$ cat config.mk
export PLATFORM = sky130hd
export DESIGN_NAME = utf8_stream_decoder_top_flat
export DESIGN_NICKNAME = d
export VERILOG_FILES = /design/src/sv/utf8sd_pkg.sv /design/src/sv/utf8sd_byte_if.sv /design/src/sv/utf8sd_cp_if.sv /design/src/sv/utf8_stream_decoder_top.sv /design/src/flat_wrapper.sv
export SDC_FILE = /design/constraint.sdc
export NUM_CORES = 1
export LEC_CHECK = 0
export BUFFER_PORTS_ARGS = -buffer_cell sky130_fd_sc_hd__buf_4
export CORE_ASPECT_RATIO = 0.75
export CORE_MARGIN = 8
export CORE_UTILIZATION = 60
export CTS_BUF_LIST = sky130_fd_sc_hd__clkbuf_16
export DETAILED_ROUTE_END_ITERATION = 6
export PLACE_DENSITY = 0.88
export SYNTH_ARGS = -nofsm -noshare
export SYNTH_HDL_FRONTEND = slang
export SYNTH_SLANG_ARGS = --single-unit
$ cat constraint.sdc
create_clock -name clk -period 3.5 [get_ports clk]
set_input_delay 0.525 -clock clk [delete_from_list [all_inputs] [get_ports clk]]
set_output_delay 0.525 -clock clk [all_outputs]
set_load 0.005 [all_outputs]
$ cat src/sv/utf8sd_pkg.sv
`default_nettype none
package utf8sd_pkg;

	typedef logic [20:0] cp_t;
	typedef logic [2:0]  len_t;
	typedef logic [7:0]  byte_t;

	localparam cp_t  REPLACEMENT_CP = 21'h00FFFD;
	localparam int   MAX_RESULTS    = 4;

	localparam byte_t CONT_MASK  = 8'b1100_0000;
	localparam byte_t CONT_TAG   = 8'b1000_0000;
	localparam byte_t LEAD2_MASK = 8'b1110_0000;
	localparam byte_t LEAD2_TAG  = 8'b1100_0000;
	localparam byte_t LEAD3_MASK = 8'b1111_0000;
	localparam byte_t LEAD3_TAG  = 8'b1110_0000;
	localparam byte_t LEAD4_MASK = 8'b1111_1000;
	localparam byte_t LEAD4_TAG  = 8'b1111_0000;
	localparam byte_t CONT_BITS  = 8'b0011_1111;
	localparam byte_t LEAD2_BITS = 8'b0001_1111;
	localparam byte_t LEAD3_BITS = 8'b0000_1111;
	localparam byte_t LEAD4_BITS = 8'b0000_0111;

	localparam len_t LEN_NONE = 3'd0;
	localparam len_t LEN_ONE  = 3'd1;
	localparam len_t LEN_TWO  = 3'd2;
	localparam len_t LEN_THREE = 3'd3;
	localparam len_t LEN_FOUR = 3'd4;

endpackage
`default_nettype wire

$ cat src/sv/utf8sd_byte_if.sv
`default_nettype none
interface utf8sd_byte_if;
	logic       valid;
	logic       ready;
	logic [7:0] data_byte;
	logic       end_of_input;

	modport source (output valid, output data_byte, output end_of_input, input ready);
	modport sink (input valid, input data_byte, input end_of_input, output ready);
endinterface
`default_nettype wire

$ cat src/sv/utf8sd_cp_if.sv
`default_nettype none
interface utf8sd_cp_if;
	logic        valid;
	logic        ready;
	logic [20:0] code_point;
	logic        run_last;
	logic        string_last;

	modport source (output valid, output code_point, output run_last, output string_last,
		input ready);
	modport sink (input valid, input code_point, input run_last, input string_last,
		output ready);
endinterface
`default_nettype wire

$ cat src/sv/utf8_stream_decoder_top.sv
// UTF-8 stream decoder: takes one byte per transaction on byte_in and gives one
// 21-bit codepoint per sequence on cp_out, with U+FFFD for each invalid or truncated
// position (lead byte and each buffered continuation byte); overlong forms and
// surrogates pass through. Each byte is held in the input register and decoded as
// it moves into the result register, so with one result per byte and cp_out ready
// the block sustains one byte per cycle. A byte that breaks or truncates a sequence
// gives up to four results, which leave the result register one per cycle while
// cp_out is ready; the next byte waits in the input register. Lead bytes of
// multi-byte sequences give no result unless they carry end_of_input (last
// byte of a string); string_last flags its final codepoint and the decoder goes idle.
`default_nettype none
module utf8_stream_decoder_top (
	input  wire logic      clk,
	input  wire logic      arst_n,
	utf8sd_byte_if.sink    byte_in,
	utf8sd_cp_if.source    cp_out
);
	import utf8sd_pkg::*;

	// input register
	logic  valid_s1;
	byte_t byte_s1;
	logic  eoi_s1;

	// decoder state
	len_t exp_q;
	len_t cnt_q;
	cp_t  pv_q;

	// result register: remaining results, last value, end flag
	len_t rem_q;
	cp_t  last_q;
	logic eoi_q;

	logic move;
	logic out_fire;

	assign out_fire = cp_out.valid && cp_out.ready;
	assign move     = valid_s1 && (rem_q == LEN_NONE || (rem_q == LEN_ONE && cp_out.ready));
	assign byte_in.ready = !valid_s1 || move;

	// decode of the byte in the input register
	logic  is_cont;
	logic  is_ascii;
	logic  is_lead;
	len_t  lead_len;
	cp_t   lead_val;
	len_t  begin_n;
	cp_t   begin_last;
	cp_t   acc;
	len_t  cnt_inc;
	len_t  n_d;
	cp_t   last_d;
	len_t  exp_d;
	len_t  cnt_d;
	cp_t   pv_d;

	always_comb begin
		is_cont  = (byte_s1 & CONT_MASK) == CONT_TAG;
		is_ascii = !byte_s1[7];
		is_lead  = 1'b1;
		lead_len = LEN_NONE;
		lead_val = '0;
		if ((byte_s1 & LEAD2_MASK) == LEAD2_TAG) begin
			lead_len = LEN_TWO;
			lead_val = cp_t'(byte_s1 & LEAD2_BITS);
		end else if ((byte_s1 & LEAD3_MASK) == LEAD3_TAG) begin
			lead_len = LEN_THREE;
			lead_val = cp_t'(byte_s1 & LEAD3_BITS);
		end else if ((byte_s1 & LEAD4_MASK) == LEAD4_TAG) begin
			lead_len = LEN_FOUR;
			lead_val = cp_t'(byte_s1 & LEAD4_BITS);
		end else begin
			is_lead = 1'b0;
		end

		// fresh start: a pending lead emits nothing unless the string ends here
		begin_n    = (is_lead && !eoi_s1) ? LEN_NONE : LEN_ONE;
		begin_last = is_ascii ? cp_t'(byte_s1) : REPLACEMENT_CP;

		acc     = {pv_q[14:0], byte_s1[5:0]};
		cnt_inc = 3'(cnt_q + LEN_ONE);

		n_d    = begin_n;
		last_d = begin_last;
		exp_d  = (is_lead && !eoi_s1) ? lead_len : LEN_NONE;
		cnt_d  = (is_lead && !eoi_s1) ? LEN_ONE : LEN_NONE;
		pv_d   = (is_lead && !eoi_s1) ? lead_val : '0;

		if (exp_q != LEN_NONE) begin
			if (is_cont) begin
				exp_d = LEN_NONE;
				cnt_d = LEN_NONE;
				pv_d  = '0;
				if (cnt_inc >= exp_q) begin
					n_d    = LEN_ONE;
					last_d = acc;
				end else if (eoi_s1) begin
					// truncated: one replacement per byte taken
					n_d    = cnt_inc;
					last_d = REPLACEMENT_CP;
				end else begin
					n_d    = LEN_NONE;
					last_d = REPLACEMENT_CP;
					exp_d  = exp_q;
					cnt_d  = cnt_inc;
					pv_d   = acc;
				end
			end else begin
				// broken: flush the buffered bytes, then decode this one afresh
				n_d    = 3'(cnt_q + begin_n);
				last_d = (begin_n != LEN_NONE) ? begin_last : REPLACEMENT_CP;
			end
		end

		if (eoi_s1) begin
			exp_d = LEN_NONE;
			cnt_d = LEN_NONE;
			pv_d  = '0;
		end
	end

	always_ff @(posedge clk or negedge arst_n) begin
		if (!arst_n) begin
			valid_s1 <= 1'b0;
		end else if (byte_in.ready) begin
			valid_s1 <= byte_in.valid;
		end
	end

	always_ff @(posedge clk) begin
		if (byte_in.valid && byte_in.ready) begin
			byte_s1 <= byte_in.data_byte;
			eoi_s1  <= byte_in.end_of_input;
		end
	end

	always_ff @(posedge clk or negedge arst_n) begin
		if (!arst_n) begin
			exp_q <= LEN_NONE;
			cnt_q <= LEN_NONE;
			pv_q  <= '0;
			rem_q <= LEN_NONE;
		end else if (move) begin
			exp_q <= exp_d;
			cnt_q <= cnt_d;
			pv_q  <= pv_d;
			rem_q <= n_d;
		end else if (out_fire) begin
			rem_q <= 3'(rem_q - LEN_ONE);
		end
	end

	always_ff @(posedge clk) begin
		if (move) begin
			last_q <= last_d;
			eoi_q  <= eoi_s1;
		end
	end

	assign cp_out.valid       = rem_q != LEN_NONE;
	assign cp_out.run_last    = rem_q == LEN_ONE;
	assign cp_out.string_last = (rem_q == LEN_ONE) && eoi_q;
	assign cp_out.code_point  = (rem_q == LEN_ONE) ? last_q : REPLACEMENT_CP;

	a_rem_bounded: assert property (@(posedge clk) disable iff (!arst_n)
		rem_q <= 3'(MAX_RESULTS))
		else $error("result count exceeds the per-byte maximum");

	a_pending_shape: assert property (@(posedge clk) disable iff (!arst_n)
		(exp_q == LEN_NONE) ? (cnt_q == LEN_NONE)
			: (cnt_q >= LEN_ONE && cnt_q < exp_q))
		else $error("pending sequence count out of range");

	a_eoi_clears: assert property (@(posedge clk) disable iff (!arst_n)
		move && eoi_s1 |=> exp_q == LEN_NONE && cnt_q == LEN_NONE)
		else $error("pending state survives end of string");

	a_early_fffd: assert property (@(posedge clk) disable iff (!arst_n)
		out_fire && !cp_out.run_last |-> cp_out.code_point == REPLACEMENT_CP)
		else $error("non-final result is not a replacement");

	a_hold_byte: assert property (@(posedge clk) disable iff (!arst_n)
		valid_s1 && !move |=> valid_s1 && $stable(byte_s1) && $stable(eoi_s1))
		else $error("input register lost a byte while the result register was busy");

endmodule
`default_nettype wire
$ cat src/flat_wrapper.sv
// flat-port wrapper written by rule: the top's interface ports become plain ports
module utf8_stream_decoder_top_flat import utf8sd_pkg::*;
  (clk, arst_n, byte_in_valid, byte_in_data_byte, byte_in_end_of_input, byte_in_ready, cp_out_valid, cp_out_code_point, cp_out_run_last, cp_out_string_last, cp_out_ready);
  utf8sd_byte_if byte_in_i ();
  utf8sd_cp_if cp_out_i ();
  input  wire logic clk;
  input  wire logic arst_n;
  input wire logic [$bits(byte_in_i.valid)-1:0] byte_in_valid;
  input wire logic [$bits(byte_in_i.data_byte)-1:0] byte_in_data_byte;
  input wire logic [$bits(byte_in_i.end_of_input)-1:0] byte_in_end_of_input;
  output wire logic [$bits(byte_in_i.ready)-1:0] byte_in_ready;
  output wire logic [$bits(cp_out_i.valid)-1:0] cp_out_valid;
  output wire logic [$bits(cp_out_i.code_point)-1:0] cp_out_code_point;
  output wire logic [$bits(cp_out_i.run_last)-1:0] cp_out_run_last;
  output wire logic [$bits(cp_out_i.string_last)-1:0] cp_out_string_last;
  input wire logic [$bits(cp_out_i.ready)-1:0] cp_out_ready;
  assign byte_in_i.valid = byte_in_valid;
  assign byte_in_i.data_byte = byte_in_data_byte;
  assign byte_in_i.end_of_input = byte_in_end_of_input;
  assign byte_in_ready = byte_in_i.ready;
  assign cp_out_valid = cp_out_i.valid;
  assign cp_out_code_point = cp_out_i.code_point;
  assign cp_out_run_last = cp_out_i.run_last;
  assign cp_out_string_last = cp_out_i.string_last;
  assign cp_out_i.ready = cp_out_ready;
  utf8_stream_decoder_top u_core (.clk(clk), .arst_n(arst_n), .byte_in(byte_in_i), .cp_out(cp_out_i));
endmodule
==> flow_results.xml <==
<?xml version="1.0" encoding="UTF-8"?>
<metrics>
  <group name="run_status">
    <metric name="status" unit="">finished, final reports clean</metric>
  </group>
  <group name="placement">
    <metric name="detailed_place_hpwl" unit="mm">3.59</metric>
    <metric name="portBuffers" unit="">37</metric>
    <metric name="place.detailed.instances" unit="">290</metric>
    <metric name="preCtsSetupSlack" unit="ns">1.05</metric>
    <metric name="final_weighted_congestion_in_routability_driven_placement" unit="">0.836</metric>
  </group>
  <group name="synthesis">
    <metric name="yosysWarningCount" unit="">0</metric>
    <metric name="synthCells" unit="">203</metric>
    <metric name="postSynth.asyncResetShare" unit="%">44.6</metric>
    <metric name="synth_edf_count" unit="">31</metric>
    <metric name="post_synth.cell_area_avg" unit="sq um">12.9</metric>
    <metric name="synth_area" unit="sq mm">0.00261</metric>
    <metric name="postSynthNetCount" unit="">225</metric>
    <metric name="synthDistinctLibCells" unit="">44</metric>
    <metric name="synth_seq_area_share" unit="%">59.6</metric>
    <metric name="ffs_latches_synth" unit="">56</metric>
    <metric name="yosys_most_used_dff" unit="">sky130_fd_sc_hd__edfxtp_1</metric>
  </group>
  <group name="global_routing">
    <metric name="grt_first_pass_wirelength" unit="mm">8.00</metric>
    <metric name="globalRoute.totalOverflow" unit="">0</metric>
    <metric name="grt_antenna_before_repair" unit="">0</metric>
    <metric name="grt_max_degree" unit="">26</metric>
    <metric name="vias_in_the_first_global_route" unit="">1612</metric>
    <metric name="grt.total_usage" unit="%">15.3</metric>
  </group>
  <group name="setup_path">
    <metric name="reg2reg_from" unit="">u_core.rem_q[1]$_DFFE_PN0P_</metric>
    <metric name="critical_path.endpoint" unit="">u_core.pv_q[6]$_DFFE_PN0P_</metric>
    <metric name="worst-r2r-cell-count" unit="">6</metric>
    <metric name="timing.reg2reg.setup_slack" unit="ns">1.03</metric>
    <metric name="crit_path_end_kind" unit="">flip-flop</metric>
    <metric name="worstPathMaxFanout" unit="">24</metric>
    <metric name="path_class" unit="">flip-flop to flip-flop</metric>
    <metric name="timing.critical_path.required" unit="ns">3.73</metric>
    <metric name="critPathLaunchType" unit="">flip-flop</metric>
    <metric name="worst_r2r_endpoint" unit="">u_core.pv_q[6]$_DFFE_PN0P_</metric>
    <metric name="crit_startpoint" unit="">u_core.rem_q[1]$_DFFE_PN0P_</metric>
    <metric name="timing.critical_path.arrival" unit="ns">2.70</metric>
  </group>
  <group name="sta">
    <metric name="fin_tns_setup" unit="ns">0</metric>
    <metric name="max_slew_margin" unit="%">42.8</metric>
    <metric name="setup_viol" unit="">0</metric>
    <metric name="max_freq" unit="MHz">405</metric>
    <metric name="slew_viol_final" unit="">0</metric>
    <metric name="finalHoldViolCount" unit="">0</metric>
    <metric name="skew" unit="ns">0.00617</metric>
    <metric name="final.setup.worst_slack" unit="ns">1.03</metric>
    <metric name="worst-slew-pin-transition" unit="ns">0.859</metric>
    <metric name="layout_min_cycle_time" unit="ns">2.47</metric>
    <metric name="finalCritPeriodShare" unit="%">70.5</metric>
    <metric name="grt_setup_unrepaired" unit="">no</metric>
    <metric name="hold_ws" unit="ns">0.122</metric>
  </group>
  <group name="cts">
    <metric name="clock_tree.root_cell" unit="">sky130_fd_sc_hd__clkbuf_16</metric>
    <metric name="cts_hold_repair.buffers" unit="">0</metric>
    <metric name="postCtsSetupRepairBufs" unit="">0</metric>
    <metric name="tritoncts" unit="">yes</metric>
    <metric name="clock_insertion_delay_worst_skew" unit="ns">0.29</metric>
    <metric name="number_of_h_tree_levels" unit="">2</metric>
    <metric name="clock_sinks" unit="">56</metric>
    <metric name="path_clk_slew" unit="ns">0.07</metric>
    <metric name="cts-buffers-inserted" unit="">5</metric>
    <metric name="ctsLongestPathBuffers" unit="">2</metric>
    <metric name="cts.repair.resized" unit="">0</metric>
  </group>
  <group name="final_layout">
    <metric name="layoutNonFillerInstCount" unit="">298</metric>
    <metric name="final_nets" unit="">264</metric>
    <metric name="ff_latch_area" unit="sq mm">0.00156</metric>
    <metric name="multi_input_area" unit="sq um">968</metric>
    <metric name="insertedDiodeCount" unit="">0</metric>
    <metric name="area_delta_synth_final" unit="%">18.5</metric>
    <metric name="drive_gt1_share" unit="%">25.1</metric>
    <metric name="n_fill_cell" unit="">261</metric>
  </group>
  <group name="die">
    <metric name="dieArea" unit="sq mm">0.00674</metric>
    <metric name="floorplan.rows" unit="">20</metric>
    <metric name="io_pins" unit="">38</metric>
    <metric name="die_h" unit="microns">73.1</metric>
    <metric name="initial_core_util" unit="%">63.6</metric>
    <metric name="die_x" unit="microns">92.2</metric>
    <metric name="core_region_area" unit="sq mm">0.00410</metric>
  </group>
  <group name="route">
    <metric name="drt-total-wl" unit="mm">4.87</metric>
    <metric name="dr_total_vias" unit="">1655</metric>
    <metric name="drc" unit="">0</metric>
    <metric name="detail_route.first_pass.iterations" unit="">4</metric>
    <metric name="detail-route-antenna-nets" unit="">0</metric>
    <metric name="avgRoutedWirePerCell" unit="microns">16.3</metric>
    <metric name="vias_per_cell" unit="">5.55</metric>
    <metric name="drt-initial-drc-count" unit="">163</metric>
  </group>
  <group name="job">
    <metric name="max-cap-violations" unit="">0</metric>
  </group>
  <group name="power_and_ir_drop">
    <metric name="fin_total_pwr" unit="mW">2.49</metric>
    <metric name="power.static_leakage" unit="nW">1.35</metric>
    <metric name="p_per_area" unit="mW/mm^2">805</metric>
    <metric name="vdd.ir_drop.worst" unit="uV">508</metric>
  </group>
  <group name="min_path">
    <metric name="worst_hold_path_type" unit="">input pin to async pin</metric>
  </group>
</metrics>
-- through the flow --
step / utilization (%) / area [sq um]
floorplan: - / 2610
global placement: 71.6 / 2940
detailed placement: 71.6 / 2940
CTS: 75.3 / 3090
global route: 75.3 / 3090
finish: 75.3 / 3090
-- metal layers --
| metal | share of wire, % | vias up | GRT usage [%] |
|---|---|---|---|
| li1 | - | 818 | - |
| met1 | 43 | 761 | 19.3 |
| met2 | 47 | 70 | 23.6 |
| met3 | 9.0 | 6 | 6.47 |
| met4 | 0.90 | 0 | 3.91 |
| met5 | 0 | - | 0 |
-- placed cells by master, fill, tap and decap left out, types with 6 or more instances in the layout --
cell and count:
sky130_fd_sc_hd__a21o_1 10, sky130_fd_sc_hd__a22o_1 12, sky130_fd_sc_hd__and2_1 15, sky130_fd_sc_hd__buf_4 42, sky130_fd_sc_hd__dfrtp_1 25, sky130_fd_sc_hd__edfxtp_1 31
sky130_fd_sc_hd__ha_1 9, sky130_fd_sc_hd__inv_1 7, sky130_fd_sc_hd__nand2b_1 18, sky130_fd_sc_hd__nor2b_1 6
-- worst max-delay path: stages, from the launching register on --
cell,delay [ns]
sky130_fd_sc_hd__dfrtp_1,0.36
sky130_fd_sc_hd__inv_1,0.13
sky130_fd_sc_hd__ha_1,0.19
sky130_fd_sc_hd__a21oi_1,0.07
sky130_fd_sc_hd__or3b_1,0.71
sky130_fd_sc_hd__nor4_4,0.71
sky130_fd_sc_hd__a22o_1,0.24
-- where the power goes --
part	internal, mW	switching, mW
clock network	0.272	0.231
registers	0.930	0.0808
logic	0.440	0.535
total	1.64	0.846
-- worst min path at each step --
stage                                             end  depth (start not counted)
after CTS                 u_core.exp_q[2]$_DFFE_PN0P_                          1
after detailed placement  u_core.exp_q[2]$_DFFE_PN0P_                          1
after global routing       u_core.pv_q[3]$_DFFE_PN0P_                          1
after floorplan           u_core.cnt_q[0]$_DFFE_PN0P_                          0
after global placement    u_core.exp_q[1]$_DFFE_PN0P_                          1
final                     u_core.rem_q[0]$_DFFE_PN0P_                          1
-- sequential cells by signal (all words and copies together), names as in the netlist --
signal and count:
u_core.last_q 21, u_core.pv_q 15, u_core.byte_s1 8, u_core.cnt_q 3, u_core.exp_q 3, u_core.rem_q 3, u_core.eoi_q 1, u_core.eoi_s1 1
u_core.valid_s1 1
-- layout make-up --
type                            instances  share of cell area [%]
Timing Repair Buffer                   42                    10.2
Clock buffer                            5                    4.05
Sequential cell                        56                    50.3
Clock inverter                          3                   0.890
Tap cell                               55                    2.23
Inverter                                8                   0.971
Multi-Input combinational cell        129                    31.3
-- Yosys cell counts, types with 3 or more instances --
cell type | n | area (sq um)
sky130_fd_sc_hd__and2_1 | 15 | 93.8
sky130_fd_sc_hd__nor2_1 | 4 | 15.0
sky130_fd_sc_hd__nand3_1 | 3 | 15.0
sky130_fd_sc_hd__a22o_1 | 12 | 105
sky130_fd_sc_hd__edfxtp_1 | 31 | 931
sky130_fd_sc_hd__a21oi_1 | 4 | 20.0
sky130_fd_sc_hd__clkbuf_1 | 6 | 22.5
sky130_fd_sc_hd__o21ai_0 | 3 | 15.0
sky130_fd_sc_hd__ha_1 | 9 | 113
sky130_fd_sc_hd__a32o_1 | 5 | 50.1
sky130_fd_sc_hd__a21o_1 | 10 | 75.1
sky130_fd_sc_hd__nor2b_1 | 6 | 37.5
sky130_fd_sc_hd__inv_1 | 7 | 26.3
sky130_fd_sc_hd__nand2b_1 | 18 | 113
sky130_fd_sc_hd__dfrtp_1 | 25 | 626
sky130_fd_sc_hd__o22ai_1 | 3 | 18.8
sky130_fd_sc_hd__nand2_1 | 5 | 18.8
sky130_fd_sc_hd__or2_2 | 5 | 31.3
-- cells by family (layout without fill, tap and decap cells) --
kind of cell	Yosys count	count (layout)	share of synthesized area, %
muxes	4	4	1.68
xor gates and xnor gates	4	4	1.34
buffers and inverters	18	58	3.26
and+or+nand+nor	65	65	15.3
DFF	56	56	59.6
AOI/OAI and AO/OA	47	47	14.4
adders and majority gates	9	9	4.31
No activity file was read; power rests on OpenSTA's default activity.
